[config.mk]
export PLATFORM = sky130hd
export DESIGN_NAME = reb_ram
export DESIGN_NICKNAME = d
export VERILOG_FILES = /design/src/hdl/reb_ram.sv
export SDC_FILE = /design/constraint.sdc
export NUM_CORES = 2
export LEC_CHECK = 0
export BUFFER_PORTS_ARGS = -buffer_cell sky130_fd_sc_hd__buf_2
export CORE_ASPECT_RATIO = 0.5
export CORE_MARGIN = 3
export CORE_UTILIZATION = 40
export DETAILED_ROUTE_END_ITERATION = 8
export GPL_TIMING_DRIVEN = 0
export PLACE_DENSITY = 0.6
export SLEW_MARGIN = 5
export SYNTH_ARGS = -nofsm -noshare
export SYNTH_HDL_FRONTEND = slang
export SYNTH_SLANG_ARGS = --single-unit
[constraint.sdc]
create_clock -name clk -period 3.1 [get_ports clk]
set_clock_uncertainty 0.1 [all_clocks]
set_input_delay 0.31 -clock clk [delete_from_list [all_inputs] [get_ports clk]]
set_output_delay 0.31 -clock clk [all_outputs]
set_load 0.02 [all_outputs]
[src/hdl/reb_ram.sv]
`timescale 1ns / 1ps
module reb_ram #(
  parameter int DEPTH = 256,
  parameter int WIDTH = 8,
  parameter int AW    = $clog2(DEPTH)
) (
  input  logic             clk,
  input  logic             we,
  input  logic             re,
  input  logic [AW-1:0]    addr,
  input  logic [WIDTH-1:0] wdata,
  output logic [WIDTH-1:0] rdata
);

  logic [WIDTH-1:0] mem [DEPTH];

  always_ff @(posedge clk) begin
    if (we) begin
      mem[addr] <= wdata;
    end
    if (re) begin
      rdata <= mem[addr];
    end
  end

endmodule

* After elaboration in Yosys (flattened, before gate mapping)
Memory sizes are Yosys's and may differ from the RTL's. A register that Yosys moved wholly into a read port is not among the register bits.
Cells that the tools add are included.
** Storage, ports and cells
- Memories kept :: 1
- Bits in latches :: 0
- Input bits :: 19
- Register bits after elaboration :: 0
- Memory bits (read-only) :: 0
- RAM bits :: 2048
** Memories
- mem :: words 256, width 8, rd ports 1, clocked after memory_dff 1, write ports 1, line 15 : logic [WIDTH-1:0] mem [DEPTH];
** Operators by class
- Equality and inequality tests :: 0
- Multiply operators :: 0
- Add/sub/neg operators :: 0
- Mux-type cells :: 2
- Reductions and logical operators :: 0
- Bitwise logic cells :: 0
- Magnitude comparators :: 0
- Divide/modulo/power cells :: 0
- Shift operators :: 0
** Operator list (count)
- $mux W1 :: 2

* Logic depth before layout (Yosys ltp)
- Depth in word-level cells :: 2
- Depth in mapped cells :: 10
- Gate-level depth less buffers :: 5

* Worst setup path before layout
OpenSTA, ideal clock, no wires.
- Path kind :: in2reg
- From :: in addr[1]
- To :: mem mem[111][0] (enable)
- Stages on the path :: 9
- Data required time :: 2630 ps
- Setup slack :: 471 ps
- Data arrival time :: 2159 ps
- Buffers on the path :: 5
- Setup time :: 370 ps
- Cells stage by stage :: buf_2 -> clkbuf_1 -> clkbuf_1 -> nand2_1 -> buf_2 -> nor2_1 -> nand2_1 -> clkbuf_1 -> nor2_1
** RTL lines
- start: declaration :: line 10 : input logic [AW-1:0] addr,
- end: declaration :: line 15
No word-level cell before the write port.

==> reports/metrics.yaml <==
drv_cap: 0
p_comb_frac: 0.052
htree_num_levels: 4
crit_arrival_ns: 3.54
cts_tree: "done"
io_pins: 27
first_pass_iters: 6
p_sw_uw: 12000
post_drt_via_cell_ratio: 5.95
cts_buffer_depth: 3
antenna_cells: 0
slew_headroom: 0.0897
die_area_sq_um: 202000
worst_slew_pin_slew_ns: 1.35
grt_max_degree: 141
gp_congestion: 0.952
setup_viol: 206
coreArea_sq_um: 194000
syn_area_sq_um: 78600
p_leak_uw: 0.0267
dp.cells: 6201
design_area_sq_um: 89600
cts_setup_buffers: 0
powerDensity_nw_per_um2: 622
period_needed_ns: 3.19
swShare: 0.215
status: "finished with violations"
slew_viol_final: 0
max_clock_freq_mhz: 314
layout_setup_ws_ns: -0.0870
dr.first_iter.drc_count: 5553
synthDistinctLibCells: 21
crit_type: "in2reg"
hold_path.class: "in2reg"
layoutNonFillerInstCount: 6548
cp-end-kind: "flip-flop"
fin_nets: 3806
finalHoldWorstSlack_ns: 0.274
layout_common_cells: "edfxtp_1, mux4_2, a22oi_1"
io_buffers: 22
vdd_drop_max_mv: 0.594
pwr-share-clk: 0.397
rows: 114
cp_slowest_stage_delay_ns: 0.62
finalHoldViolCount: 0
die_x_microns: 633
cts_sinks: 2056
layout_commonest_cell: "edfxtp_1"
finalPower_uw: 55700
postPlaceCellArea_sq_um: 82600
violations: "setup timing"
insertion_delay_ns: 0.83
root_buffer: "clkbuf_16"
fin_crit_sh: 1.03
grt_pass1_vias: 38800
synth_seq_cells: 2056
syn2layout_area_growth_pct: 14.0
wl_per_cell_microns: 32.6
dp_slack_ns: -2.18
die_h_microns: 319
netlist_instances: 3547
antenna_found_initial: 12
drtAntennaViolNets: 0
rsz0062_at_grt: "yes"
synth-seq-area-share: 0.786
crit_slowest_cell: "o41ai_4"
worst_ep_required_time_ns: 3.46
worst_setup_path_start_kind: "input pin"
dp_hpwl_microns: 139000
ys_warn_count: 0
clkTransAtPathRegs_ns: 0.07
cts-buffers-inserted: 185
path_cells: "buf_2 -> clkbuf_2 -> clkbuf_1 -> mux4_2 -> a22oi_1 -> a21oi_1 -> o41ai_4 -> nand4_1"
grt_pass1_wl_microns: 297000
start_util: 0.404
routed-via-count: 38900
path_max_fanout: 10
drt_wl_total_microns: 213000
synth.avg_cell_area_sq_um: 22.2
intPower_uw: 43700
pwr-share-seq: 0.551
grtUsageTotal: 0.210
fill_cells: 16000
grt-ovfl-total: 0
route.detailed.drc: 0
syn_nets: 3566
drive_gt1_frac: 0.288
-- power groups by stage --
| stage | clock network (uW) | registers [uW] | logic (uW) |
|---|---|---|---|
| 2_1_floorplan | 0 | 31300 | 1360 |
| 3_3_place_gp | 0 | 31400 | 2690 |
| 3_5_place_dp | 0 | 31300 | 2810 |
| 4_1_cts | 22400 | 30700 | 2880 |
| 5_1_grt | 23500 | 30700 | 3030 |
| 6_report | 22100 | 30700 | 2910 |
-- critical path: cells and delay by family --
kind | cells | cell delay (ns)
buf+inv | 3 | 1.38
compound gates | 3 | 1.01
mux | 1 | 0.42
simple gates | 1 | 0.39
-- path summary, 6_finish.rpt --
path,start,end,slack [ns],cells past startpoint
worst max-delay path,addr[1],rdata[3],-0.09,8
worst min-delay path,re,rdata[6],0.27,2
worst max register to register,mem[43][2],rdata[2],0.09,5
worst min register to register,mem[6][0],rdata[0],1.14,5
-- per-stage QoR --
step	util	TNS [ns]
2_1_floorplan	-	0
4_1_cts	0.459	-3.52
3_3_place_gp	0.422	-7425.78
5_1_grt	0.461	-5.69
3_5_place_dp	0.425	-3100.47
6_report	0.461	-5.17
-- logic make-up after synthesis --
kind of cell    Yosys count  share of synthesized area
flops                  2056                      0.786
mux                     512                      0.147
compound gates          416                     0.0362
simple gates            330                     0.0173
buf+inv                 233                     0.0140
-- area by class of cell --
| class | instances | area, sq um | area share |
|---|---|---|---|
| buffer | 232 | 1280 | 0.0143 |
| sequential | 2056 | 61700 | 0.689 |
| timing repair buffer | 53 | 796 | 0.00889 |
| multi-input combinational | 1258 | 16800 | 0.187 |
| clock inverter | 99 | 787 | 0.00879 |
| clock buffer | 239 | 4920 | 0.0549 |
| tap | 2610 | 3270 | 0.0365 |
| inverter | 1 | 3.75 | 0.0000419 |
-- cells in the mapped netlist --
master	number	area share
nand4_1	8	0.00064
a21oi_1	128	0.0082
and2_1	3	0.00024
buf_4	16	0.0015
nor2b_1	7	0.00056
buf_2	36	0.0023
mux4_2	512	0.15
nand2_1	28	0.0013
buf_6	16	0.0023
nor3_1	30	0.0019
a22oi_1	256	0.024
inv_1	1	0.000048
o41ai_1	32	0.0036
nand2b_1	6	0.00048
or2_2	2	0.00016
nor2_1	232	0.011
nand3_1	13	0.00083
clkbuf_1	145	0.0069
edfxtp_1	2056	0.79
buf_1	19	0.00091
or3_1	1	0.000080
-- layer usage --
| layer | vias to the layer above | track usage | routed length (microns) |
|---|---|---|---|
| met5 | - | 0 | 13 |
| met4 | 2 | 0.0626 | 5920 |
| met3 | 317 | 0.0563 | 22300 |
| met2 | 2023 | 0.323 | 99300 |
| met1 | 21000 | 0.295 | 85700 |
| li1 | 15600 | - | - |
-- state kept, by name, summed over array words and instances, names as in the netlist --
signal	cells
mem	2048
rdata	8
-- timing repair --
action / in CTS / in global routing
gates resized for setup: 256 / 97
cloned: 0 / 0
setup endpoints to repair: 1880 / 645
pin swaps: 1 / 2
hold buffers: 9 / 0
hold endpoints to repair: 561 / 0
Note: power is estimated with default switching activity, not from simulation.
