**config.mk**
```make
export PLATFORM = sky130hd
export DESIGN_NAME = reb_seq
export DESIGN_NICKNAME = d
export VERILOG_FILES = /design/src/hdl/reb_pkg.sv /design/src/hdl/reb_seq.sv
export SDC_FILE = /design/constraint.sdc
export NUM_CORES = 1
export LEC_CHECK = 0
export BUFFER_PORTS_ARGS = -buffer_cell sky130_fd_sc_hd__buf_4
export CORE_MARGIN = 2
export CORE_UTILIZATION = 47
export CTS_BUF_LIST = sky130_fd_sc_hd__clkbuf_8 sky130_fd_sc_hd__clkbuf_16
export DETAILED_ROUTE_END_ITERATION = 6
export SKIP_LAST_GASP = 1
export SLEW_MARGIN = 25
export SYNTH_ARGS = -nofsm -noshare
export SYNTH_HDL_FRONTEND = slang
export SYNTH_SLANG_ARGS = --single-unit
```
**constraint.sdc**
```tcl
create_clock -name clk -period 16 [get_ports clk]
set_input_delay 0.8 -clock clk [delete_from_list [all_inputs] [get_ports clk]]
set_output_delay 0.8 -clock clk [all_outputs]
set_load 0.05 [all_outputs]
```
**src/hdl/reb_pkg.sv**
```systemverilog
`timescale 1ns / 1ps
package reb_pkg;

  localparam int ROWS        = 120;
  localparam int COLS        = 188;
  localparam int MAX_POINTS  = 100;
  localparam int FRAME_DEPTH = ROWS * COLS;
  localparam int FA_W        = $clog2(FRAME_DEPTH);
  localparam int PTS_DEPTH   = 2 * MAX_POINTS;
  localparam int PA_W        = $clog2(PTS_DEPTH);
  localparam int CNT_W       = 7;
  localparam int ROW_W       = 7;
  localparam int COL_W       = 8;
  localparam int SR_W        = 9;
  localparam int SC_W        = 10;
  localparam int SUM_W       = 14;
  localparam int RCP_W       = 21;
  localparam int RCP_SH      = 20;
  localparam int PROD_W      = SUM_W + RCP_W;
  localparam int GRAD_W      = 11;
  localparam int THR_W       = 10;
  localparam int PIX_W       = 9;
  localparam int PT_W        = ROW_W + COL_W;

  typedef enum logic [1:0] {
    KIND_LOAD = 2'd0,
    KIND_RUN  = 2'd1,
    KIND_READ = 2'd2
  } kind_t;

  localparam logic [1:0] CFG_WIN_HALF = 2'd0;
  localparam logic [1:0] CFG_EDGE_THR = 2'd1;
  localparam logic [1:0] CFG_CLIP     = 2'd2;

  typedef struct packed {
    logic [1:0] win_half;
    logic [8:0] edge_thr;
    logic [7:0] clip;
  } cfg_t;

  typedef struct packed {
    logic             left_found;
    logic             right_found;
    logic [ROW_W-1:0] left_start_row;
    logic [COL_W-1:0] left_start_col;
    logic [ROW_W-1:0] right_start_row;
    logic [COL_W-1:0] right_start_col;
    logic [CNT_W-1:0] left_count;
    logic [CNT_W-1:0] right_count;
    logic [ROW_W-1:0] point_row;
    logic [COL_W-1:0] point_col;
  } res_t;

  typedef struct packed {
    logic            we;
    logic            re;
    logic [FA_W-1:0] addr;
    logic [PIX_W-1:0] wdata;
  } frame_req_t;

  typedef struct packed {
    logic            we;
    logic            re;
    logic [PA_W-1:0] addr;
    logic [PT_W-1:0] wdata;
  } pts_req_t;

  typedef enum logic [4:0] {
    ST_IDLE, ST_RD_WAIT, ST_FIN, ST_FETCH, ST_FWAIT,
    ST_S_INIT, ST_S_ROW, ST_S_GRAD,
    ST_T_INIT, ST_T_CHECK, ST_T_OUTC, ST_T_WIN, ST_T_DIV, ST_T_THR, ST_T_FV, ST_T_DV
  } st_t;

  function automatic logic [RCP_W-1:0] recip(input logic [1:0] h);
    case (h)
      2'd0:    recip = RCP_W'(1 << RCP_SH);
      2'd1:    recip = RCP_W'(116509);
      2'd2:    recip = RCP_W'(41944);
      default: recip = RCP_W'(21400);
    endcase
  endfunction

  function automatic logic signed [1:0] stp_row(input logic [1:0] d);
    case (d)
      2'd0:    stp_row = -2'sd1;
      2'd2:    stp_row = 2'sd1;
      default: stp_row = 2'sd0;
    endcase
  endfunction

  function automatic logic signed [1:0] stp_col(input logic [1:0] d);
    case (d)
      2'd1:    stp_col = 2'sd1;
      2'd3:    stp_col = -2'sd1;
      default: stp_col = 2'sd0;
    endcase
  endfunction

  function automatic logic signed [1:0] dg_row(input logic sd, input logic [1:0] d);
    if (!sd) dg_row = (d[1]) ? 2'sd1 : -2'sd1;
    else     dg_row = (d == 2'd0 || d == 2'd3) ? -2'sd1 : 2'sd1;
  endfunction

  function automatic logic signed [1:0] dg_col(input logic sd, input logic [1:0] d);
    if (!sd) dg_col = (d == 2'd0 || d == 2'd3) ? -2'sd1 : 2'sd1;
    else     dg_col = (d[1]) ? -2'sd1 : 2'sd1;
  endfunction

endpackage

```
**src/hdl/reb_seq.sv**
```systemverilog
`timescale 1ns / 1ps
module reb_seq (
  input  logic                 clk,
  input  logic                 rst_n,
  input  reb_pkg::cfg_t        cfg,
  input  logic                 in_valid,
  output logic                 in_ready,
  input  logic [1:0]           in_kind,
  input  logic [6:0]           in_pix_row,
  input  logic [7:0]           in_pix_col,
  input  logic [7:0]           in_pix_value,
  input  logic                 in_outside_view,
  input  logic                 in_side,
  input  logic [6:0]           in_point_index,
  output logic                 out_valid,
  input  logic                 out_ready,
  output reb_pkg::res_t        out_res,
  output reb_pkg::frame_req_t  fr_req,
  input  logic [reb_pkg::PIX_W-1:0] fr_rdata,
  output reb_pkg::pts_req_t    pt_req,
  input  logic [reb_pkg::PT_W-1:0]  pt_rdata
);
  import reb_pkg::*;

  st_t st_r, st_nxt, ret_r, ret_nxt;
  logic side_r, side_nxt;
  logic signed [SR_W-1:0] y_r, y_nxt, req_row_r, req_row_nxt;
  logic signed [SC_W-1:0] x_r, x_nxt, req_col_r, req_col_nxt;
  logic [2:0] k_r, k_nxt;
  logic signed [GRAD_W-1:0] g_r, g_nxt;
  logic [7:0] pix_val_r, pix_val_nxt;
  logic pix_out_r, pix_out_nxt;
  logic [1:0] found_r, found_nxt;
  logic [ROW_W-1:0] srow_r [2];
  logic [ROW_W-1:0] srow_nxt [2];
  logic [COL_W-1:0] scol_r [2];
  logic [COL_W-1:0] scol_nxt [2];
  logic [CNT_W-1:0] cnt_r [2];
  logic [CNT_W-1:0] cnt_nxt [2];
  logic [CNT_W-1:0] step_r, step_nxt;
  logic [1:0] dir_r, dir_nxt;
  logic [2:0] turn_r, turn_nxt;
  logic signed [2:0] wy_r, wy_nxt, wx_r, wx_nxt;
  logic [SUM_W-1:0] sum_r, sum_nxt;
  logic [PROD_W-1:0] prod_r, prod_nxt;
  logic signed [THR_W-1:0] thr_r, thr_nxt;
  logic rd_ok_r, rd_ok_nxt;
  logic [ROW_W-1:0] prow_r, prow_nxt;
  logic [COL_W-1:0] pcol_r, pcol_nxt;
  logic out_valid_r, out_valid_nxt;
  res_t out_r, out_nxt;

  logic signed [SC_W-1:0] h_s;
  logic signed [2:0] h3;
  logic signed [2:0] off0, offk;
  logic signed [GRAD_W-1:0] pix_g, th_g, g_sum;
  logic signed [THR_W-1:0] pix_t;
  logic in_bounds, trace_ok, hit, sdone, tdone;
  logic [FA_W-1:0] fetch_addr, load_addr;
  logic signed [SR_W-1:0] ny;
  logic signed [SC_W-1:0] nx;

  assign h_s   = $signed({8'b0, cfg.win_half});
  assign h3    = $signed({1'b0, cfg.win_half});
  assign pix_g = $signed({3'b0, pix_val_r});
  assign pix_t = $signed({2'b0, pix_val_r});
  assign th_g  = $signed({2'b0, cfg.edge_thr});
  assign off0  = side_r ? 3'sd3 : -3'sd3;

  always_comb begin
    case (k_r)
      3'd0:    offk = 3'sd2;
      3'd1:    offk = 3'sd1;
      3'd2:    offk = -3'sd2;
      default: offk = -3'sd1;
    endcase
  end

  assign in_bounds = (req_row_r >= 0) && (req_row_r < ROWS) &&
                     (req_col_r >= 0) && (req_col_r < COLS);
  assign fetch_addr = FA_W'(req_row_r[7:0]) * FA_W'(COLS) + FA_W'(req_col_r[7:0]);
  assign load_addr  = FA_W'(in_pix_row) * FA_W'(COLS) + FA_W'(in_pix_col);

  assign trace_ok = (step_r < CNT_W'(MAX_POINTS)) && (turn_r < 3'd4) &&
                    (h_s + 1 < x_r) && (x_r < COLS - 2 - h_s) &&
                    (y_r > 6) && (y_r < ROWS - 1 - h_s);

  assign g_sum = (k_r < 3'd3) ? g_r + pix_g : g_r - pix_g;
  assign hit   = side_r ? (g_sum < -th_g) : (g_sum > th_g);

  always_comb begin
    if (pix_t < thr_r) begin
      ny = y_r + SR_W'(stp_row(dir_r));
      nx = x_r + SC_W'(stp_col(dir_r));
    end else begin
      ny = y_r + SR_W'(dg_row(side_r, dir_r));
      nx = x_r + SC_W'(dg_col(side_r, dir_r));
    end
  end

  assign in_ready  = (st_r == ST_IDLE);
  assign out_valid = out_valid_r;
  assign out_res   = out_r;

  always_comb begin
    st_nxt      = st_r;
    ret_nxt     = ret_r;
    side_nxt    = side_r;
    y_nxt       = y_r;
    x_nxt       = x_r;
    req_row_nxt = req_row_r;
    req_col_nxt = req_col_r;
    k_nxt       = k_r;
    g_nxt       = g_r;
    pix_val_nxt = pix_val_r;
    pix_out_nxt = pix_out_r;
    found_nxt   = found_r;
    srow_nxt    = srow_r;
    scol_nxt    = scol_r;
    cnt_nxt     = cnt_r;
    step_nxt    = step_r;
    dir_nxt     = dir_r;
    turn_nxt    = turn_r;
    wy_nxt      = wy_r;
    wx_nxt      = wx_r;
    sum_nxt     = sum_r;
    prod_nxt    = prod_r;
    thr_nxt     = thr_r;
    rd_ok_nxt   = rd_ok_r;
    prow_nxt    = prow_r;
    pcol_nxt    = pcol_r;
    out_nxt     = out_r;
    out_valid_nxt = out_valid_r && !out_ready;
    sdone       = 1'b0;
    tdone       = 1'b0;
    fr_req      = '0;
    pt_req      = '0;

    unique case (st_r)
      ST_IDLE: begin
        fr_req.addr = load_addr;
        if (in_valid) begin
          unique case (in_kind)
            KIND_LOAD: begin
              fr_req.we    = (in_pix_row < ROWS) && (in_pix_col < COLS);
              fr_req.wdata = {in_outside_view, in_pix_value};
            end
            KIND_RUN: begin
              found_nxt = '0;
              srow_nxt  = '{default: '0};
              scol_nxt  = '{default: '0};
              prow_nxt  = '0;
              pcol_nxt  = '0;
              side_nxt  = 1'b0;
              st_nxt    = ST_S_INIT;
            end
            KIND_READ: begin
              pt_req.re = in_point_index < cnt_r[in_side];
              pt_req.addr = in_side ? PA_W'(MAX_POINTS) + PA_W'(in_point_index)
                                    : PA_W'(in_point_index);
              rd_ok_nxt = in_point_index < cnt_r[in_side];
              st_nxt    = ST_RD_WAIT;
            end
            default: ;
          endcase
        end
      end
      ST_RD_WAIT: begin
        prow_nxt = rd_ok_r ? pt_rdata[ROW_W-1:0] : '0;
        pcol_nxt = rd_ok_r ? pt_rdata[PT_W-1:ROW_W] : '0;
        st_nxt   = ST_FIN;
      end
      ST_FIN: begin
        if (!out_valid_r || out_ready) begin
          out_nxt.left_found      = found_r[0];
          out_nxt.right_found     = found_r[1];
          out_nxt.left_start_row  = srow_r[0];
          out_nxt.left_start_col  = scol_r[0];
          out_nxt.right_start_row = srow_r[1];
          out_nxt.right_start_col = scol_r[1];
          out_nxt.left_count      = cnt_r[0];
          out_nxt.right_count     = cnt_r[1];
          out_nxt.point_row       = prow_r;
          out_nxt.point_col       = pcol_r;
          out_valid_nxt = 1'b1;
          st_nxt        = ST_IDLE;
        end
      end
      ST_FETCH: begin
        fr_req.addr = fetch_addr;
        if (in_bounds) begin
          fr_req.re = 1'b1;
          st_nxt    = ST_FWAIT;
        end else begin
          pix_val_nxt = '0;
          pix_out_nxt = 1'b1;
          st_nxt      = ret_r;
        end
      end
      ST_FWAIT: begin
        pix_out_nxt = fr_rdata[8];
        pix_val_nxt = fr_rdata[8] ? 8'd0 : fr_rdata[7:0];
        st_nxt      = ret_r;
      end
      ST_S_INIT: begin
        y_nxt  = SR_W'(ROWS - 2 - h_s);
        st_nxt = ST_S_ROW;
      end
      ST_S_ROW: begin
        if (y_r > ROWS - 20 - h_s) begin
          x_nxt       = SC_W'(COLS / 2);
          k_nxt       = 3'd0;
          req_row_nxt = y_r;
          req_col_nxt = SC_W'(COLS / 2) + SC_W'(off0);
          ret_nxt     = ST_S_GRAD;
          st_nxt      = ST_FETCH;
        end else begin
          sdone = 1'b1;
        end
      end
      ST_S_GRAD: begin
        if (k_r == 3'd0 && pix_out_r) begin
          y_nxt  = y_r - SR_W'(1);
          st_nxt = ST_S_ROW;
        end else if (k_r == 3'd0) begin
          g_nxt       = '0;
          k_nxt       = 3'd1;
          req_col_nxt = x_r + SC_W'(offk);
          ret_nxt     = ST_S_GRAD;
          st_nxt      = ST_FETCH;
        end else if (k_r != 3'd4) begin
          g_nxt       = g_sum;
          k_nxt       = k_r + 3'd1;
          req_col_nxt = x_r + SC_W'(offk);
          ret_nxt     = ST_S_GRAD;
          st_nxt      = ST_FETCH;
        end else if (hit) begin
          found_nxt[side_r] = 1'b1;
          srow_nxt[side_r]  = y_r[ROW_W-1:0];
          scol_nxt[side_r]  = x_r[COL_W-1:0];
          sdone = 1'b1;
        end else begin
          x_nxt = side_r ? x_r + SC_W'(1) : x_r - SC_W'(1);
          if (side_r ? (x_nxt < COLS - 2) : (x_nxt > 2)) begin
            k_nxt       = 3'd0;
            req_col_nxt = x_nxt + SC_W'(off0);
            ret_nxt     = ST_S_GRAD;
            st_nxt      = ST_FETCH;
          end else begin
            y_nxt  = y_r - SR_W'(1);
            st_nxt = ST_S_ROW;
          end
        end
      end
      ST_T_INIT: begin
        if (found_r[side_r]) begin
          y_nxt    = SR_W'(srow_r[side_r]);
          x_nxt    = SC_W'(scol_r[side_r]);
          step_nxt = '0;
          dir_nxt  = 2'd0;
          turn_nxt = 3'd0;
          st_nxt   = ST_T_CHECK;
        end else begin
          cnt_nxt[side_r] = '0;
          tdone = 1'b1;
        end
      end
      ST_T_CHECK: begin
        if (trace_ok) begin
          k_nxt       = 3'd0;
          req_row_nxt = y_r;
          req_col_nxt = x_r;
          ret_nxt     = ST_T_OUTC;
          st_nxt      = ST_FETCH;
        end else begin
          cnt_nxt[side_r] = step_r;
          tdone = 1'b1;
        end
      end
      ST_T_OUTC: begin
        if (pix_out_r) begin
          cnt_nxt[side_r] = step_r;
          tdone = 1'b1;
        end else if (k_r != 3'd2) begin
          k_nxt       = k_r + 3'd1;
          req_col_nxt = (k_r == 3'd0) ? x_r - SC_W'(2) : x_r + SC_W'(2);
          ret_nxt     = ST_T_OUTC;
          st_nxt      = ST_FETCH;
        end else begin
          sum_nxt     = '0;
          wy_nxt      = -h3;
          wx_nxt      = -h3;
          req_row_nxt = y_r - SR_W'(h3);
          req_col_nxt = x_r - SC_W'(h3);
          ret_nxt     = ST_T_WIN;
          st_nxt      = ST_FETCH;
        end
      end
      ST_T_WIN: begin
        sum_nxt = sum_r + SUM_W'(pix_val_r);
        if (wx_r == h3 && wy_r == h3) begin
          st_nxt = ST_T_DIV;
        end else begin
          if (wx_r == h3) begin
            wx_nxt = -h3;
            wy_nxt = wy_r + 3'sd1;
          end else begin
            wx_nxt = wx_r + 3'sd1;
          end
          req_row_nxt = y_r + SR_W'(wy_nxt);
          req_col_nxt = x_r + SC_W'(wx_nxt);
          ret_nxt     = ST_T_WIN;
          st_nxt      = ST_FETCH;
        end
      end
      ST_T_DIV: begin
        prod_nxt = PROD_W'(sum_r) * PROD_W'(recip(cfg.win_half));
        st_nxt   = ST_T_THR;
      end
      ST_T_THR: begin
        thr_nxt = $signed({2'b0, prod_r[RCP_SH +: 8]}) - $signed({2'b0, cfg.clip});
        req_row_nxt = y_r + SR_W'(stp_row(dir_r));
        req_col_nxt = x_r + SC_W'(stp_col(dir_r));
        ret_nxt     = ST_T_FV;
        st_nxt      = ST_FETCH;
      end
      ST_T_FV: begin
        if (pix_t < thr_r) begin
          dir_nxt  = side_r ? dir_r - 2'd1 : dir_r + 2'd1;
          turn_nxt = turn_r + 3'd1;
          st_nxt   = ST_T_CHECK;
        end else begin
          req_row_nxt = y_r + SR_W'(dg_row(side_r, dir_r));
          req_col_nxt = x_r + SC_W'(dg_col(side_r, dir_r));
          ret_nxt     = ST_T_DV;
          st_nxt      = ST_FETCH;
        end
      end
      ST_T_DV: begin
        y_nxt = ny;
        x_nxt = nx;
        if (!(pix_t < thr_r)) begin
          dir_nxt = side_r ? dir_r + 2'd1 : dir_r - 2'd1;
        end
        pt_req.we    = 1'b1;
        pt_req.addr  = side_r ? PA_W'(MAX_POINTS) + PA_W'(step_r) : PA_W'(step_r);
        pt_req.wdata = {nx[COL_W-1:0], ny[ROW_W-1:0]};
        step_nxt = step_r + 1'b1;
        turn_nxt = 3'd0;
        st_nxt   = ST_T_CHECK;
      end
      default: st_nxt = ST_IDLE;
    endcase

    if (sdone) begin
      side_nxt = ~side_r;
      st_nxt   = side_r ? ST_T_INIT : ST_S_INIT;
    end
    if (tdone) begin
      side_nxt = ~side_r;
      st_nxt   = side_r ? ST_FIN : ST_T_INIT;
    end
  end

  always_ff @(posedge clk) begin
    if (!rst_n) begin
      st_r        <= ST_IDLE;
      ret_r       <= ST_IDLE;
      found_r     <= '0;
      srow_r      <= '{default: '0};
      scol_r      <= '{default: '0};
      cnt_r       <= '{default: '0};
      out_valid_r <= 1'b0;
    end else begin
      st_r        <= st_nxt;
      ret_r       <= ret_nxt;
      found_r     <= found_nxt;
      srow_r      <= srow_nxt;
      scol_r      <= scol_nxt;
      cnt_r       <= cnt_nxt;
      out_valid_r <= out_valid_nxt;
    end
  end

  always_ff @(posedge clk) begin
    side_r    <= side_nxt;
    y_r       <= y_nxt;
    x_r       <= x_nxt;
    req_row_r <= req_row_nxt;
    req_col_r <= req_col_nxt;
    k_r       <= k_nxt;
    g_r       <= g_nxt;
    pix_val_r <= pix_val_nxt;
    pix_out_r <= pix_out_nxt;
    step_r    <= step_nxt;
    dir_r     <= dir_nxt;
    turn_r    <= turn_nxt;
    wy_r      <= wy_nxt;
    wx_r      <= wx_nxt;
    sum_r     <= sum_nxt;
    prod_r    <= prod_nxt;
    thr_r     <= thr_nxt;
    rd_ok_r   <= rd_ok_nxt;
    prow_r    <= prow_nxt;
    pcol_r    <= pcol_nxt;
    out_r     <= out_nxt;
  end

endmodule

```
# Word-level counts from Yosys, hierarchy flattened
# Cells that the tools add are included.
[word_totals] register_bits=266 latch_bits=0 mem_bits_rw=0 mem_bits_ro=0 input_bits=81 out_inout_bits=114 word_cells=458 mem_count=0
[classes] n_addsub=42 multipliers=3 n_div=0 order_cmp=25 n_eq_ne=63 shifts=0 n_mux=220 bitwise_logic=7 reduce_logical=58
[op_table] cell="10-bit two-way mux" n=20
[op_table] cell="9-bit two-way mux" n=18
[op_table] cell="14-bit two-way mux" n=11
[op_table] cell="5-bit two-way mux" n=23
[op_table] cell="16-bit two-way mux" n=6
[op_table] cell="8-bit two-way mux" n=11
[op_table] cell="5-bit case mux with 16 select lines" n=1
[op_table] cell="7-bit two-way mux" n=11
[op_table] cell="10-bit case mux with 7 select lines" n=1
[op_table] cell="3-bit two-way mux" n=23
[op_table] cell="21-bit case mux with 3 select lines" n=1
[op_table] cell="14-bit case mux with 2 select lines" n=2
[op_table] cell="9-bit case mux with 6 select lines" n=1
[op_table] cell="2-bit two-way mux" n=24
[op_table] cell="8-bit case mux with 2 select lines" n=3
[op_table] cell="14-bit case mux with 3 select lines" n=1
[op_table] cell="10-bit by 2-bit adder with 10-bit output" n=4
[op_table] cell="5-bit by 4-bit equality test with 1-bit output, second input constant" n=8
[op_table] cell="2-bit inequality test, second input constant" n=20
[op_table] cell="10-bit case mux with 4 select lines" n=1
[op_table] cell="9-bit by 2-bit adder with 9-bit output" n=4
[op_table] cell="9-bit case mux with 4 select lines" n=1
[op_table] cell="5-bit case mux with 7 select lines" n=1
[op_table] cell="16-bit case mux with 2 select lines" n=1
[op_table] cell="other kinds (109)" n=221

# Logic depth before layout (Yosys ltp)
# Gate-level depths: netlist of run 1.
[depth] word_depth=12 mapped_depth=26

# Least setup slack after synthesis of run 1
# OpenSTA, ideal clock, no wires.
[synth_timing] kind="register to register" from="reg st_r[0]" to="reg out_r, in the netlist out_res[0] (enable)" setup_time_ns=0.631 arrival_ns=6.765 t_required_ns=15.369 setup_slack_ns=8.604 stages_incl_launch_ff=5 cell_sequence="dfxtp_1 > clkbuf_1 > buf_1 > buf_4 > nor4_1"
[synth_via] elab_chain_len=2
[synth_lines] element="from (decl)" line_no="reb_seq.sv:25" source="st_t st_r, st_nxt, ret_r, ret_nxt;"
[synth_lines] element="from (signal assigned)" line_no="reb_seq.sv:375" source="st_r <= st_nxt;"
[synth_lines] element="5-bit by 2-bit equality test with 1-bit output" line_no="reb_seq.sv:139" source="unique case (st_r)"
[synth_lines] element="2-bit AND reduction (no source line)"
[synth_lines] element="to (signal assigned)" line_no="reb_seq.sv:406" source="out_r <= out_nxt;"
[synth_lines] element="to (decl)" line_no="reb_seq.sv:51" source="res_t out_r, out_nxt;"
# Every way passes these cells.
# A chain may end at the register's enable or synchronous reset.

# Worst setup path after layout of run 1
[layout_timing] from="in cfg[18] (netlist bit)" to="reg prod_r[27], data pin"
[layout_via] elab_chain_len=4
[layout_lines] element="from (decl)" line_no="reb_seq.sv:5" source="input reb_pkg::cfg_t cfg,"
[layout_lines] element="2-bit equality test, or another cell as far along" line_no="reb_pkg.sv:75" source="case (h)"
[layout_lines] element="21-bit case mux with 3 select lines (*)" line_no="reb_pkg.sv:75"
[layout_lines] element="21-bit two-way mux (*)" line_no="reb_seq.sv:139"
[layout_lines] element="14-bit by 21-bit multiplier with 28-bit output (*)" line_no="reb_seq.sv:317" source="prod_nxt = PROD_W'(sum_r) * PROD_W'(recip(cfg.win_half));"
[layout_lines] element="to (signal assigned)" line_no="reb_seq.sv:401" source="prod_r <= prod_nxt;"
[layout_lines] element="to (decl)" line_no="reb_seq.sv:45" source="logic [PROD_W-1:0] prod_r, prod_nxt;"
# Every way passes the cells marked *; elsewhere a longest branch is shown, timed or not. The select of a mux whose other input is x is not followed.

==> report_table.html, run 1 <==
<table>
<tr><th>Metric</th><th>Value</th></tr>
<tr><th colspan="2">Status</th></tr>
<tr><td>Outcome</td><td>complete, no violations</td></tr>
<tr><th colspan="2">Timing</th></tr>
<tr><td>Final-report max-slew violation count</td><td>0</td></tr>
<tr><td>Fin. Hold Viols</td><td>0</td></tr>
<tr><td>Setup TNS Final</td><td>0 ns</td></tr>
<tr><td>Final worst hold slack</td><td>0.415 ns</td></tr>
<tr><td>Finish-stage setup viols</td><td>0</td></tr>
<tr><td>Highest achievable clock rate</td><td>136 MHz</td></tr>
<tr><td>Final period utilization</td><td>46.0%</td></tr>
<tr><td>Final critical-path required period</td><td>7.36 ns</td></tr>
<tr><td>Final clock skew</td><td>0.0111 ns</td></tr>
<tr><td>Setup repair after global routing missed its margin</td><td>false</td></tr>
<tr><td>Worst Tran Pin Value</td><td>1.03 ns</td></tr>
<tr><td>Tightest slew margin relative to the limit</td><td>30.6%</td></tr>
<tr><th colspan="2">Die</th></tr>
<tr><td># rows</td><td>86</td></tr>
<tr><td>Core region area</td><td>54900 µm²</td></tr>
<tr><td>Die height</td><td>239 µm</td></tr>
<tr><td>Number of I/O pins</td><td>195</td></tr>
<tr><td>Overall die area</td><td>57100 µm²</td></tr>
<tr><td>Width of the chip</td><td>239 µm</td></tr>
<tr><td>Initial standard-cell utilization of the core</td><td>47.3%</td></tr>
<tr><th colspan="2">Synth</th></tr>
<tr><td>Share of the yosys chip area belonging to registers</td><td>26.0%</td></tr>
<tr><td>Post-synth design cell area</td><td>25900 µm²</td></tr>
<tr><td>Fraction of registers with async set/reset</td><td>0%</td></tr>
<tr><td>Post-synthesis sequential element count</td><td>243</td></tr>
<tr><td>Top_reg_cell synth</td><td>sky130_fd_sc_hd__edfxtp_1</td></tr>
<tr><td>Yosys warnings</td><td>0</td></tr>
<tr><td>Cell count after synthesis</td><td>2700</td></tr>
<tr><td>Post-Synthesis Net Count</td><td>3326</td></tr>
<tr><td>EDFF count, synth</td><td>188</td></tr>
<tr><td>Distinct cells, synth</td><td>98</td></tr>
<tr><td>Synthesized area divided by synthesized cell count</td><td>9.61 µm²</td></tr>
<tr><th colspan="2">Route</th></tr>
<tr><td>Total Routed Length</td><td>75.4 mm</td></tr>
<tr><td>Vias after detailed routing</td><td>20.4k</td></tr>
<tr><td>Number of remaining DRC errors</td><td>0</td></tr>
<tr><td>Routed vias/inst</td><td>5.66</td></tr>
<tr><td>Drt first pass iters</td><td>6</td></tr>
<tr><td>Avg WL per Cell</td><td>20.9 µm</td></tr>
<tr><td>Final antenna-violating net count</td><td>0</td></tr>
<tr><td>Detailed router's first-iteration violation count</td><td>1280</td></tr>
<tr><th colspan="2">Finish</th></tr>
<tr><td>Fill cell count</td><td>4999</td></tr>
<tr><td>Total area of sequential cells</td><td>6750 µm²</td></tr>
<tr><td>Highest-count cells in the layout ignoring fill and taps</td><td>sky130_fd_sc_hd__ha_1, sky130_fd_sc_hd__inv_1, sky130_fd_sc_hd__buf_4, sky130_fd_sc_hd__edfxtp_1, sky130_fd_sc_hd__fa_1</td></tr>
<tr><td>Antenna diode count</td><td>0</td></tr>
<tr><td>Number of nets in the final layout</td><td>3498</td></tr>
<tr><td>Ratio of cells with drive above 1 in the final layout</td><td>11.3%</td></tr>
<tr><td>Number of standard cells in the final layout excluding fillers</td><td>3599</td></tr>
<tr><td>Area of the multi-input gates</td><td>17600 µm²</td></tr>
<tr><td>Most frequent standard cell in the layout excluding fill and tap cells</td><td>sky130_fd_sc_hd__ha_1</td></tr>
<tr><td>Area growth syn-to-layout</td><td>12.8%</td></tr>
<tr><th colspan="2">CTS</th></tr>
<tr><td>Setup repair bufs after CTS</td><td>0</td></tr>
<tr><td>Clock H-tree levels</td><td>1</td></tr>
<tr><td>Buffers from clock root to sink, at most</td><td>3</td></tr>
<tr><td>Clock insertion delay at the later pin of the skew report</td><td>0.59 ns</td></tr>
<tr><td>Total CTS buffers</td><td>29</td></tr>
<tr><td>Total of hold buffers inserted after clock tree synthesis</td><td>0</td></tr>
<tr><td>Total of cells resized after clock tree synthesis</td><td>0</td></tr>
<tr><td>Root buffer cell</td><td>sky130_fd_sc_hd__clkbuf_16</td></tr>
<tr><td>Clock tree from TritonCTS</td><td>built</td></tr>
<tr><td>Clock-pin slew reported for the worst setup and hold paths after clock tree synthesis</td><td>0.06 ns</td></tr>
<tr><td>Clk sinks</td><td>243</td></tr>
<tr><th colspan="2">GRT</th></tr>
<tr><td>Vias in the first global route</td><td>20.4k</td></tr>
<tr><td>Global route overflow</td><td>0</td></tr>
<tr><td>GRT Total Usage</td><td>26.3%</td></tr>
<tr><td>Largest net degree at the start of global routing</td><td>62</td></tr>
<tr><td>Wire length of the first global-routing pass</td><td>117 mm</td></tr>
<tr><td>Antenna violations before repair</td><td>1</td></tr>
<tr><th colspan="2">Placed design</th></tr>
<tr><td>Placed instance count</td><td>3545</td></tr>
<tr><td>HPWL after DPL</td><td>60.2 mm</td></tr>
<tr><td>Final RePlAce weighted congestion</td><td>0.980</td></tr>
<tr><td>Number of buffers inserted by port buffering</td><td>194</td></tr>
<tr><th colspan="2">Setup path</th></tr>
<tr><td>Path depth of the worst reg2reg path</td><td>16</td></tr>
<tr><td>Maximum net fanout on the critical path</td><td>18</td></tr>
<tr><td>WP data arrival</td><td>7.69 ns</td></tr>
<tr><td>Type of origin of the critical path</td><td>input port</td></tr>
<tr><td>Startpoint-to-endpoint class of the critical path</td><td>input port to register</td></tr>
<tr><td>Worst r2r src</td><td>sum_r[8]$_SDFFCE_PN0P_</td></tr>
<tr><td>Dominant cell type by count on the critical path</td><td>sky130_fd_sc_hd__fa_1</td></tr>
<tr><td>Cell breakdown of the critical path</td><td>buf_4 &gt; inv_1 &gt; ha_1 &gt; nor2b_1 &gt; fa_1 &gt; inv_1 &gt; fa_1 &gt; inv_1 &gt; fa_1 &gt; inv_1 &gt; fa_1 &gt; inv_1 &gt; fa_1 &gt; fa_1 &gt; ha_1 &gt; nand4_1 &gt; a2111o_1 &gt; or3b_1 &gt; a311oi_1 &gt; o21a_1 &gt; o21ai_0 &gt; nor2b_1 &gt; xnor2_1</td></tr>
<tr><td>Critical Path Max Stage Delay</td><td>0.63 ns</td></tr>
<tr><td>Req. time, crit path</td><td>16.34 ns</td></tr>
<tr><td>Reg-to-Reg End</td><td>prod_r[27]$_DFFE_PP_</td></tr>
<tr><td>Reg2Reg Setup Slack</td><td>9.25 ns</td></tr>
<tr><td>Slowest CP cell</td><td>sky130_fd_sc_hd__ha_1</td></tr>
<tr><td>Sort of element at the end of the critical path</td><td>register</td></tr>
<tr><th colspan="2">Hold path</th></tr>
<tr><td>Worst Hold Class</td><td>register to register</td></tr>
<tr><td>Source of the worst hold timing path</td><td>pcol_r[0]$_SDFFCE_PN0P_</td></tr>
<tr><td>Worst Hold Path Cells</td><td>0</td></tr>
<tr><td>Hold path endpoint</td><td>out_res[0]$_DFFE_PP_</td></tr>
<tr><th colspan="2">Flow run</th></tr>
<tr><td>Max-cap viol count</td><td>0</td></tr>
<tr><th colspan="2">Power and ir drop</th></tr>
<tr><td>Leakage power figure</td><td>13.0 nW</td></tr>
<tr><td>Max rail drop VDD</td><td>186 µV</td></tr>
<tr><td>Power per unit of standard cell area</td><td>156 nW/µm²</td></tr>
</table>
## final cells by class
type | count | area share (%)
Clock buffer | 36 | 2.88
Timing Repair Buffer | 217 | 5.56
Inverter | 345 | 4.42
Sequential cell | 243 | 23.0
Multi-Input combinational cell | 2036 | 60.2
Clock inverter | 18 | 0.833
Tap cell | 704 | 3.01
## through the flow
step	worst slack, ns	area (µm²)	power [mW]	utilization [%]
2_1_floorplan	8.60	25900	3.17	-
3_3_place_gp	8.12	28200	3.78	51.3
3_5_place_dp	7.97	28200	3.82	51.4
4_1_cts	8.63	29300	4.60	53.3
5_1_grt	8.22	29300	4.97	53.3
6_report	8.64	29300	4.56	53.3
## state kept, by name (all words and copies together) (netlist names), 4 cells and up
name,count
cnt_r,14
g_r,11
out_res,61
pcol_r,8
pix_val_r,8
prod_r,8
prow_r,7
req_col_r,10
req_row_r,9
ret_r,4
scol_r,16
srow_r,14
st_r,4
step_r,7
sum_r,14
thr_r,9
x_r,10
y_r,9
## power by group
| group | leakage, nW | switching, mW | internal (mW) |
|---|---|---|---|
| sequential | 2.10 | 0.0563 | 0.827 |
| combinational | 10.4 | 1.73 | 1.20 |
| clock | 0.543 | 0.289 | 0.457 |
## how the worst max path moves through the flow
| stage | start | endpoint | slack, ns | cells after the start |
|---|---|---|---|---|
| after floorplan | st_r[0]$_SDFFE_PN0P_ | out_res[0]$_DFFE_PP_ | 8.60 | 4 |
| after CTS | cfg[18] | prod_r[27]$_DFFE_PP_ | 8.63 | 23 |
| after global routing | cfg[18] | prod_r[27]$_DFFE_PP_ | 8.22 | 23 |
| after global placement | cfg[18] | prod_r[27]$_DFFE_PP_ | 8.12 | 23 |
| final | cfg[18] | prod_r[27]$_DFFE_PP_ | 8.64 | 23 |
| after detailed placement | cfg[18] | prod_r[27]$_DFFE_PP_ | 7.97 | 23 |
## cells in the mapped netlist, drive strengths merged (11+ instances only)
library cell	count	share of area (%)
a211o	13	0.44
a211oi	15	0.43
a21boi	23	0.67
a21o	32	0.93
a21oi	149	2.9
a22o	36	1.2
and2	95	2.3
and3	12	0.31
buf	18	0.35
clkbuf	58	0.84
dfxtp	55	4.2
edfxtp	188	22
fa	186	14
ha	359	17
inv	344	5.0
mux2i	29	1.1
nand2	171	2.5
nand2b	19	0.46
nand3	58	1.1
nor2	160	2.3
nor2b	70	1.7
nor3	41	0.79
nor4	11	0.29
o211ai	12	0.37
o21a	24	0.69
o21ai	111	2.1
o21bai	13	0.38
o22ai	29	0.70
or2	20	0.48
or3	18	0.43
xnor2	131	4.5
xor2	66	2.2
## critical path, delay by kind of cell
kind	cells	cell delay [ns]
and+or+nand+nor	4	0.97
buffers and inverters	6	0.60
adders and majority gates	8	3.98
xor gates and xnor gates	1	0.11
AOI/OAI and AO/OA	4	1.20
## cell families (layout without fill, tap and decap cells)
group	count (synthesis)	count (layout)	synth area share, %
simple gates	701	701	13.5
mux	34	34	1.34
compound gates	558	558	14.6
fa+ha+maj	545	545	31.7
xor+xnor	198	198	6.76
flops	243	243	26.0
buf+inv	421	616	6.19
## routing by layer
layer | GRT usage (%) | up-vias | part of all wire [%]
li1 | - | 9713 | -
met2 | 44.9 | 585 | 48
met5 | 0 | - | 0
met3 | 2.42 | 143 | 4.9
met1 | 34.9 | 9932 | 43
met4 | 9.47 | 0 | 4.0
(Power assumes the default switching activity.)
==> run 2, diff against run 1 <==
ABC_AREA = 1   (was default)
clock period = 7 ns   (was 16 ns; I/O delays follow)
==> run 2 against run 1 <==
  * Non-clock buffer count is 5 higher
  * Via count is 16% higher
  * Register-to-register slack worse by 8.5 ns
  * Critical path type is now register to register
==> report_table.html, run 2 <==
<table>
<tr><th>Metric</th><th>Value</th></tr>
<tr><th colspan="2">Status</th></tr>
<tr><td>Outcome</td><td>complete, no violations</td></tr>
<tr><th colspan="2">Route</th></tr>
<tr><td>Detailed router's first-iteration violation count</td><td>1797 (+40%)</td></tr>
<tr><td>Drt first pass iters</td><td>6 (unchanged)</td></tr>
<tr><td>Final antenna-violating net count</td><td>0 (unchanged)</td></tr>
<tr><td>Avg WL per Cell</td><td>18.8 µm (-10%)</td></tr>
<tr><td>Vias after detailed routing</td><td>23.6k (+16%)</td></tr>
<tr><td>Number of remaining DRC errors</td><td>0 (unchanged)</td></tr>
<tr><td>Routed vias/inst</td><td>5.39 (-4.9%)</td></tr>
<tr><td>Total Routed Length</td><td>82.4 mm (+9.4%)</td></tr>
<tr><th colspan="2">CTS</th></tr>
<tr><td>Clock H-tree levels</td><td>1 (unchanged)</td></tr>
<tr><td>Total of hold buffers inserted after clock tree synthesis</td><td>0 (unchanged)</td></tr>
<tr><td>Total CTS buffers</td><td>29 (unchanged)</td></tr>
<tr><td>Buffers from clock root to sink, at most</td><td>3 (unchanged)</td></tr>
<tr><td>Clock tree from TritonCTS</td><td>built</td></tr>
<tr><td>Total of cells resized after clock tree synthesis</td><td>0 (unchanged)</td></tr>
<tr><td>Clk sinks</td><td>243 (unchanged)</td></tr>
<tr><td>Root buffer cell</td><td>sky130_fd_sc_hd__clkbuf_16</td></tr>
<tr><td>Clock insertion delay at the later pin of the skew report</td><td>0.60 ns (about the same)</td></tr>
<tr><td>Clock-pin slew reported for the worst setup and hold paths after clock tree synthesis</td><td>0.06 ns (about the same)</td></tr>
<tr><td>Setup repair bufs after CTS</td><td>0 (unchanged)</td></tr>
<tr><th colspan="2">Synth</th></tr>
<tr><td>Synth top area share</td><td>20.8% (-0.95 points)</td></tr>
<tr><td>Top_reg_cell synth</td><td>sky130_fd_sc_hd__edfxtp_1</td></tr>
<tr><td>Distinct cells, synth</td><td>66 (-33%)</td></tr>
<tr><td>EDFF count, synth</td><td>188 (unchanged)</td></tr>
<tr><td>Fraction of registers with async set/reset</td><td>0% (unchanged)</td></tr>
<tr><td>Most numerous cell types in the synthesized netlist</td><td>sky130_fd_sc_hd__inv_1, sky130_fd_sc_hd__nand2_1, sky130_fd_sc_hd__ha_1</td></tr>
<tr><td>Share of the yosys chip area belonging to registers</td><td>24.9% (-1.1 points)</td></tr>
<tr><td>Cell count after synthesis</td><td>3398 (+26%)</td></tr>
<tr><td>Post-Synthesis Net Count</td><td>4024 (+21%)</td></tr>
<tr><td>Cell accounting for the most synthesized area</td><td>sky130_fd_sc_hd__edfxtp_1</td></tr>
<tr><td>Yosys warnings</td><td>0 (unchanged)</td></tr>
<tr><td>Synthesized area divided by synthesized cell count</td><td>7.99 µm² (-17%)</td></tr>
<tr><td>Post-synth design cell area</td><td>27100 µm² (+4.6%)</td></tr>
<tr><td>Cell types with the largest area share after synthesis</td><td>sky130_fd_sc_hd__edfxtp_1, sky130_fd_sc_hd__ha_1, sky130_fd_sc_hd__fa_1</td></tr>
<tr><td>Most frequent cell after synthesis</td><td>sky130_fd_sc_hd__inv_1</td></tr>
<tr><td>Post-synthesis sequential element count</td><td>243 (unchanged)</td></tr>
<tr><th colspan="2">Setup path</th></tr>
<tr><td>Req. time, crit path</td><td>7.31 ns (-9.03 ns)</td></tr>
<tr><td>Reg2Reg Setup Slack</td><td>0.77 ns (-8.48 ns)</td></tr>
<tr><td>Maximum net fanout on the critical path</td><td>9 (-9)</td></tr>
<tr><td>Type of origin of the critical path</td><td>register</td></tr>
<tr><td>WP data arrival</td><td>6.54 ns (-1.15 ns)</td></tr>
<tr><td>Reg-to-Reg End</td><td>prod_r[27]$_DFFE_PP_</td></tr>
<tr><td>Startpoint-to-endpoint class of the critical path</td><td>register to register</td></tr>
<tr><td>Path depth of the worst reg2reg path</td><td>20 (+4)</td></tr>
<tr><td>Worst r2r src</td><td>sum_r[11]$_SDFFCE_PN0P_</td></tr>
<tr><td>Sort of element at the end of the critical path</td><td>register</td></tr>
<tr><th colspan="2">Finish</th></tr>
<tr><td>Most frequent standard cell in the layout excluding fill and tap cells</td><td>sky130_fd_sc_hd__inv_1</td></tr>
<tr><td>Highest-count cells in the layout ignoring fill and taps</td><td>sky130_fd_sc_hd__inv_1, sky130_fd_sc_hd__nand2_1, sky130_fd_sc_hd__ha_1, sky130_fd_sc_hd__nor2_1, sky130_fd_sc_hd__a21oi_1</td></tr>
<tr><td>Area growth syn-to-layout</td><td>12.1%</td></tr>
<tr><td>Ratio of cells with drive above 1 in the final layout</td><td>9.95% (-1.4 points)</td></tr>
<tr><td>Flip-flop count of the largest register, all copies and words added</td><td>61 (unchanged)</td></tr>
<tr><td>Number of nets in the final layout</td><td>4212 (+20%)</td></tr>
<tr><td>Area of all placed cells without fillers</td><td>30400 µm² (+3.9%)</td></tr>
<tr><th colspan="2">Power and ir drop</th></tr>
<tr><td>Leakage power figure</td><td>15.3 nW (+18%)</td></tr>
<tr><td>Power, Total</td><td>10.3 mW (+130%)</td></tr>
<tr><td>Max rail drop VDD</td><td>680 µV (+270%)</td></tr>
<tr><td>Power per unit of standard cell area</td><td>338 nW/µm² (+120%)</td></tr>
<tr><th colspan="2">Hold path</th></tr>
<tr><td>Hold path endpoint</td><td>ret_r[2]$_SDFFE_PN0P_</td></tr>
<tr><td>Worst Hold Class</td><td>input port to register</td></tr>
<tr><td>Worst Hold Path Cells</td><td>3 (+3)</td></tr>
<tr><td>Source of the worst hold timing path</td><td>rst_n</td></tr>
<tr><th colspan="2">Placed design</th></tr>
<tr><td>Number of buffers inserted by port buffering</td><td>194 (unchanged)</td></tr>
<tr><td>Worst Setup Slack post-DPL</td><td>0.407 ns (-7.56 ns)</td></tr>
<tr><td>HPWL after DPL</td><td>68.0 mm (+13%)</td></tr>
<tr><td>Final RePlAce weighted congestion</td><td>0.969 (-1.2%)</td></tr>
<tr><td>Total cell area at the placement stage</td><td>29500 µm² (+4.6%)</td></tr>
<tr><th colspan="2">GRT</th></tr>
<tr><td>Met1 track demand over resource in global routing</td><td>38.5% (+3.6 points)</td></tr>
<tr><td>Largest net degree at the start of global routing</td><td>47 (-24%)</td></tr>
<tr><td>Wire length of the first global-routing pass</td><td>129 mm (+11%)</td></tr>
<tr><td>Layer carrying the most global-route usage</td><td>met2</td></tr>
<tr><td>Fraction of met2 tracks used by global routing</td><td>45.2% (+0.29 points)</td></tr>
<tr><td>Antenna violations before repair</td><td>8 (+7)</td></tr>
<tr><td>Vias in the first global route</td><td>23.3k (+14%)</td></tr>
<tr><td>GR Layer Usage met3</td><td>3.60% (+1.2 points)</td></tr>
<tr><td>Global route overflow</td><td>0 (unchanged)</td></tr>
<tr><td>GRT Total Usage</td><td>27.6% (+1.3 points)</td></tr>
<tr><th colspan="2">Die</th></tr>
<tr><td>Core region area</td><td>57400 µm² (+4.5%)</td></tr>
<tr><td>Number of I/O pins</td><td>195 (unchanged)</td></tr>
<tr><td>Initial standard-cell utilization of the core</td><td>47.3% (about the same)</td></tr>
<tr><td># rows</td><td>88 (+2.3%)</td></tr>
<tr><td>Width of the chip</td><td>244 µm (+2.2%)</td></tr>
<tr><td>Die height</td><td>244 µm (+2.2%)</td></tr>
<tr><td>Overall die area</td><td>59700 µm² (+4.5%)</td></tr>
<tr><th colspan="2">Timing</th></tr>
<tr><td>Fin. Hold Viols</td><td>0 (unchanged)</td></tr>
<tr><td>Final clock skew</td><td>0.0363 ns (+0.0253 ns)</td></tr>
<tr><td>Setup repair after global routing missed its margin</td><td>false</td></tr>
<tr><td>Final period utilization</td><td>89.0%</td></tr>
<tr><td>Final setup margin</td><td>0.771 ns (-7.87 ns)</td></tr>
<tr><td>Worst Tran Pin Value</td><td>1.03 ns (-0.00553 ns)</td></tr>
<tr><td>Highest achievable clock rate</td><td>161 MHz</td></tr>
<tr><td>Final-report max-slew violation count</td><td>0 (unchanged)</td></tr>
<tr><td>Final critical-path required period</td><td>6.23 ns</td></tr>
<tr><td>Finish-stage setup viols</td><td>0 (unchanged)</td></tr>
<tr><td>Tightest slew margin relative to the limit</td><td>31.6% (+1.0 points)</td></tr>
<tr><td>Setup TNS Final</td><td>0 ns (unchanged)</td></tr>
<tr><td>Final worst hold slack</td><td>0.0576 ns (-0.358 ns)</td></tr>
<tr><th colspan="2">Flow run</th></tr>
<tr><td>Max-cap viol count</td><td>0 (unchanged)</td></tr>
</table>
==> run 2: worst max-delay path by stage <==
stage                       startpoint                   end  slack [ns]  cells after the start
6_report       sum_r[11]$_SDFFCE_PN0P_  prod_r[27]$_DFFE_PP_        0.77                     20
5_1_grt        sum_r[11]$_SDFFCE_PN0P_  prod_r[27]$_DFFE_PP_        0.38                     20
4_1_cts        sum_r[11]$_SDFFCE_PN0P_  prod_r[27]$_DFFE_PP_        0.78                     20
3_5_place_dp                   cfg[17]  prod_r[27]$_DFFE_PP_        0.41                     22
3_3_place_gp                   cfg[17]  prod_r[27]$_DFFE_PP_        0.51                     22
2_1_floorplan                  cfg[17]  prod_r[24]$_DFFE_PP_        1.03                     23
==> run 2: worst max-delay path: stages, from the launching register on <==
cell                       delay, ns
sky130_fd_sc_hd__edfxtp_1       0.59
sky130_fd_sc_hd__inv_1          0.16
sky130_fd_sc_hd__nor2_1         0.42
sky130_fd_sc_hd__fa_1           0.53
sky130_fd_sc_hd__fa_1           0.53
sky130_fd_sc_hd__fa_1           0.56
sky130_fd_sc_hd__inv_1          0.06
sky130_fd_sc_hd__fa_1           0.53
sky130_fd_sc_hd__inv_1          0.06
sky130_fd_sc_hd__fa_1           0.50
sky130_fd_sc_hd__fa_1           0.51
sky130_fd_sc_hd__ha_1           0.40
sky130_fd_sc_hd__nand4_1        0.14
sky130_fd_sc_hd__nor3_1         0.25
sky130_fd_sc_hd__o211ai_1       0.14
sky130_fd_sc_hd__nand3_1        0.16
sky130_fd_sc_hd__nand3_1        0.09
sky130_fd_sc_hd__nand2_1        0.13
sky130_fd_sc_hd__nand2_1        0.07
sky130_fd_sc_hd__nand3b_1       0.09
sky130_fd_sc_hd__xor2_1         0.06
==> run 2: cell families after synthesis <==
family | synth area share (%)
buf+inv | 10.7
flops | 24.9
compound gates | 11.2
simple gates | 19.2
mux | 0.184
fa+ha+maj | 30.3
xor+xnor | 3.64
==> run 2: metrics by stage <==
step                cells  utilization [%]
detailed placement   4320             51.4
floorplan            3398                -
CTS                  4374             53.0
global route         4374             53.0
finish               4376             53.0
global placement     4320             51.4
==> run 2: power by group <==
part / switching (mW) / leakage (nW) / internal (mW) / total, mW
logic: 4.30 / 12.7 / 2.49 / 6.79
clock network: 0.634 / 0.483 / 0.844 / 1.48
registers: 0.0991 / 2.11 / 1.91 / 2.01
total: 5.03 / 15.3 / 5.25 / 10.3
==> run 2: routing by layer <==
layer	routed length (µm)	vias up
li1	-	11400
met1	37100	11300
met2	37400	754
met3	5670	136
met4	2240	6
met5	41	-
==> run 2: area by class of cell <==
type | instances | area (µm²)
Tap cell | 765 | 957
Clock buffer | 34 | 795
Timing Repair Buffer | 222 | 1670
Clock inverter | 20 | 138
Sequential cell | 243 | 6750
Inverter | 692 | 2600
Multi-Input combinational cell | 2398 | 17500
Antenna cell | 2 | 5.00
Fill cell | 5518 | 27000
==> run 3, diff against run 2 <==
PLACE_DENSITY = 0.61   (was default)
SETUP_SLACK_MARGIN = 0.1   (was default)
==> run 3 against run 2 <==
  * Clock power barely moved
  * Design area barely moved
  * Critical endpoint unchanged
  * First-iteration DRC count fell by 5.6%
  * Via count fell by 2.7%
  * Global-route usage fell by 1.3 points
  * Sequential share of layout area barely moved
  * Hold slack improved by 0.0077 ns
  * Highest routed layer is now met4
==> report_table.html, run 3 (same netlist as run 2, synthesis figures left out) <==
<table>
<tr><th>Metric</th><th>Value</th></tr>
<tr><th colspan="2">CTS</th></tr>
<tr><td>Total CTS buffers</td><td>28 (-3.4%)</td></tr>
<tr><td>Clock-pin slew reported for the worst setup and hold paths after clock tree synthesis</td><td>0.06 ns (about the same)</td></tr>
<tr><td>Total of hold buffers inserted after clock tree synthesis</td><td>0 (unchanged)</td></tr>
<tr><td>Clock H-tree levels</td><td>1 (unchanged)</td></tr>
<tr><td>Clock tree from TritonCTS</td><td>built</td></tr>
<tr><td>Clock insertion delay at the later pin of the skew report</td><td>0.59 ns (about the same)</td></tr>
<tr><td>Total of cells resized after clock tree synthesis</td><td>0 (unchanged)</td></tr>
<tr><td>Setup repair bufs after CTS</td><td>0 (unchanged)</td></tr>
<tr><td>Clk sinks</td><td>243 (unchanged)</td></tr>
<tr><td>Buffers from clock root to sink, at most</td><td>3 (unchanged)</td></tr>
<tr><td>Root buffer cell</td><td>sky130_fd_sc_hd__clkbuf_16</td></tr>
<tr><th colspan="2">GRT</th></tr>
<tr><td>Largest net degree at the start of global routing</td><td>62 (+32%)</td></tr>
<tr><td>Vias in the first global route</td><td>22.0k (-5.6%)</td></tr>
<tr><td>Wire length of the first global-routing pass</td><td>123 mm (-5.2%)</td></tr>
<tr><td>Global route overflow</td><td>0 (unchanged)</td></tr>
<tr><td>Antenna violations before repair</td><td>1 (-7)</td></tr>
<tr><td>GRT Total Usage</td><td>26.4% (-1.3 points)</td></tr>
<tr><th colspan="2">Power and ir drop</th></tr>
<tr><td>Combinational share of power</td><td>65.6% (-0.4 points)</td></tr>
<tr><td>Sw frac</td><td>49.1% (+0.11 points)</td></tr>
<tr><td>Power per unit of standard cell area</td><td>338 nW/µm² (about the same)</td></tr>
<tr><td>Internal power of the cells</td><td>5.23 mW (-0.35%)</td></tr>
<tr><td>Part of the total power dissipated in sequential elements</td><td>19.7% (about the same)</td></tr>
<tr><td>Power dissipated by switching net loads</td><td>5.04 mW (about the same)</td></tr>
<tr><td>Max rail drop VDD</td><td>365 µV (-46%)</td></tr>
<tr><td>Clock group share of total power</td><td>14.6% (+0.2 points)</td></tr>
<tr><td>Leakage power figure</td><td>15.3 nW (-0.24%)</td></tr>
<tr><th colspan="2">Setup path</th></tr>
<tr><td>Sort of element at the end of the critical path</td><td>register</td></tr>
<tr><td>Req. time, crit path</td><td>7.32 ns (about the same)</td></tr>
<tr><td>Maximum net fanout on the critical path</td><td>9 (unchanged)</td></tr>
<tr><td>WP data arrival</td><td>6.47 ns (-0.07 ns)</td></tr>
<tr><td>Type of origin of the critical path</td><td>register</td></tr>
<tr><td>Startpoint-to-endpoint class of the critical path</td><td>register to register</td></tr>
<tr><th colspan="2">Status</th></tr>
<tr><td>Outcome</td><td>complete, no violations</td></tr>
<tr><th colspan="2">Placed design</th></tr>
<tr><td>Number of buffers inserted by port buffering</td><td>194 (unchanged)</td></tr>
<tr><td>HPWL after DPL</td><td>63.3 mm (-6.9%)</td></tr>
<tr><td>Placed instance count</td><td>4315 (-0.12%)</td></tr>
<tr><td>Final RePlAce weighted congestion</td><td>0.970 (+0.17%)</td></tr>
<tr><th colspan="2">Route</th></tr>
<tr><td>Final antenna-violating net count</td><td>0 (unchanged)</td></tr>
<tr><td>Detailed router's first-iteration violation count</td><td>1697 (-5.6%)</td></tr>
<tr><td>Total Routed Length</td><td>78.8 mm (-4.4%)</td></tr>
<tr><td>Avg WL per Cell</td><td>18.1 µm (-4.2%)</td></tr>
<tr><td>Routed vias/inst</td><td>5.25 (-2.5%)</td></tr>
<tr><td>Drt first pass iters</td><td>7 (+1)</td></tr>
<tr><td>Number of remaining DRC errors</td><td>0 (unchanged)</td></tr>
<tr><td>Vias after detailed routing</td><td>22.9k (-2.7%)</td></tr>
<tr><th colspan="2">Finish</th></tr>
<tr><td>Number of nets in the final layout</td><td>4206 (-0.14%)</td></tr>
<tr><td>Flip-flop count of the largest register, all copies and words added</td><td>61 (unchanged)</td></tr>
<tr><td>Highest-count cells in the layout ignoring fill and taps</td><td>sky130_fd_sc_hd__inv_1, sky130_fd_sc_hd__nand2_1, sky130_fd_sc_hd__ha_1, sky130_fd_sc_hd__nor2_1, sky130_fd_sc_hd__a21oi_1</td></tr>
<tr><td>Fill cell count</td><td>5644 (+2.3%)</td></tr>
<tr><td>Area of the multi-input gates</td><td>17500 µm² (about the same)</td></tr>
<tr><td>Ratio of cells with drive above 1 in the final layout</td><td>9.94% (about the same)</td></tr>
<tr><td>Area growth syn-to-layout</td><td>12.0% (about the same)</td></tr>
<tr><td>Most frequent standard cell in the layout excluding fill and tap cells</td><td>sky130_fd_sc_hd__inv_1</td></tr>
<tr><td>Total area of sequential cells</td><td>6750 µm² (unchanged)</td></tr>
<tr><td>Number of standard cells in the final layout excluding fillers</td><td>4367 (-0.21%)</td></tr>
<tr><th colspan="2">Timing</th></tr>
<tr><td>Worst Tran Pin Value</td><td>1.09 ns (+0.0609 ns)</td></tr>
<tr><td>Final critical-path required period</td><td>6.14 ns (-0.0885 ns)</td></tr>
<tr><td>Setup TNS Final</td><td>0 ns (unchanged)</td></tr>
<tr><td>Final-report max-slew violation count</td><td>0 (unchanged)</td></tr>
<tr><td>Final period utilization</td><td>87.7% (-1.3 points)</td></tr>
<tr><td>Highest achievable clock rate</td><td>163 MHz (+1.4%)</td></tr>
<tr><td>Fin. Hold Viols</td><td>0 (unchanged)</td></tr>
<tr><td>Final clock skew</td><td>0.0168 ns (-0.0195 ns)</td></tr>
<tr><td>Setup repair after global routing missed its margin</td><td>false</td></tr>
<tr><td>Finish-stage setup viols</td><td>0 (unchanged)</td></tr>
<tr><td>Tightest slew margin relative to the limit</td><td>27.3% (-4.3 points)</td></tr>
<tr><th colspan="2">Die</th></tr>
<tr><td>Overall die area</td><td>59700 µm² (unchanged)</td></tr>
<tr><td># rows</td><td>88 (unchanged)</td></tr>
<tr><td>Die height</td><td>244 µm (unchanged)</td></tr>
<tr><td>Number of I/O pins</td><td>195 (unchanged)</td></tr>
<tr><td>Initial standard-cell utilization of the core</td><td>47.3% (unchanged)</td></tr>
<tr><td>Core region area</td><td>57400 µm² (unchanged)</td></tr>
<tr><td>Width of the chip</td><td>244 µm (unchanged)</td></tr>
<tr><th colspan="2">Hold path</th></tr>
<tr><td>Worst Hold Class</td><td>input port to register</td></tr>
<tr><th colspan="2">Flow run</th></tr>
<tr><td>Max-cap viol count</td><td>0 (unchanged)</td></tr>
</table>
[run 3: cell count changes in the layout (fill, tap and decap cells not counted), moves of 2 or more]
cell                       change
sky130_fd_sc_hd__a21oi_1       -2
sky130_fd_sc_hd__clkinv_4      +2
sky130_fd_sc_hd__inv_1         -2
sky130_fd_sc_hd__buf_4         -5
sky130_fd_sc_hd__clkinv_1      -3
[run 3: layout make-up]
cell class                      count  area share (%)
Inverter                          692            8.55
Multi-Input combinational cell   2398            57.7
Tap cell                          765            3.15
Clock buffer                       34            2.65
Antenna cell                        1         0.00824
Clock inverter                     17           0.412
Timing Repair Buffer              217            5.36
Sequential cell                   243            22.2
[run 3: stage by stage]
step / power (mW) / utilization (%) / instance area [µm²] / worst slack (ns) / hold WS, ns
3_5_place_dp: 8.77 / 51.3 / 29400 / 0.415 / 0.405
3_3_place_gp: 8.72 / 51.3 / 29400 / 0.582 / 0.400
6_report: 10.3 / 53.0 / 30400 / 0.859 / 0.0652
2_1_floorplan: 7.12 / - / 27100 / 1.03 / 0.400
5_1_grt: 11.3 / 53.0 / 30400 / 0.460 / 0.0685
4_1_cts: 10.3 / 53.0 / 30400 / 0.840 / 0.0417
[run 3: power groups by stage]
stage / sequential [mW] / combinational (mW) / clock (mW)
after floorplan: 2.34 / 4.78 / 0
after global placement: 2.05 / 6.67 / 0
after detailed placement: 2.05 / 6.72 / 0
after CTS: 2.02 / 6.79 / 1.53
after global routing: 2.04 / 7.68 / 1.58
final: 2.03 / 6.74 / 1.50
[run 3: critical path, cell delays in order (launching register included)]
cell,delay [ns]
sky130_fd_sc_hd__edfxtp_1,0.53
sky130_fd_sc_hd__inv_1,0.14
sky130_fd_sc_hd__nor2_1,0.36
sky130_fd_sc_hd__fa_1,0.53
sky130_fd_sc_hd__fa_1,0.53
sky130_fd_sc_hd__fa_1,0.55
sky130_fd_sc_hd__inv_1,0.06
sky130_fd_sc_hd__fa_1,0.54
sky130_fd_sc_hd__inv_1,0.06
sky130_fd_sc_hd__fa_1,0.50
sky130_fd_sc_hd__fa_1,0.53
sky130_fd_sc_hd__ha_1,0.39
sky130_fd_sc_hd__nand4_1,0.14
sky130_fd_sc_hd__nor3_1,0.21
sky130_fd_sc_hd__o211ai_1,0.14
sky130_fd_sc_hd__nand3_1,0.18
sky130_fd_sc_hd__nand3_1,0.09
sky130_fd_sc_hd__nand2_1,0.15
sky130_fd_sc_hd__nand2_1,0.08
sky130_fd_sc_hd__nand3b_1,0.11
sky130_fd_sc_hd__xor2_1,0.07
[run 3: final timing paths]
check / end / start / cells past startpoint / slack (ns)
worst max-delay path: prod_r[27]$_DFFE_PP_ / sum_r[11]$_SDFFCE_PN0P_ / 20 / 0.86
worst min-delay path: prow_r[4]$_SDFFCE_PN0P_ / pt_rdata[4] / 3 / 0.07
worst max register to register: prod_r[27]$_DFFE_PP_ / sum_r[11]$_SDFFCE_PN0P_ / 20 / 0.86
worst min register to register: out_res[5]$_DFFE_PP_ / pcol_r[5]$_SDFFCE_PN0P_ / 0 / 0.42
[run 3: layer usage]
metal / share of wire, % / vias to the layer above / global-route usage (%)
li1: - / 11400 / -
met4: 3.5 / 0 / 8.91
met1: 46 / 10700 / 37.2
met2: 45 / 652 / 41.7
met3: 6.2 / 132 / 3.53
met5: 0 / - / 0
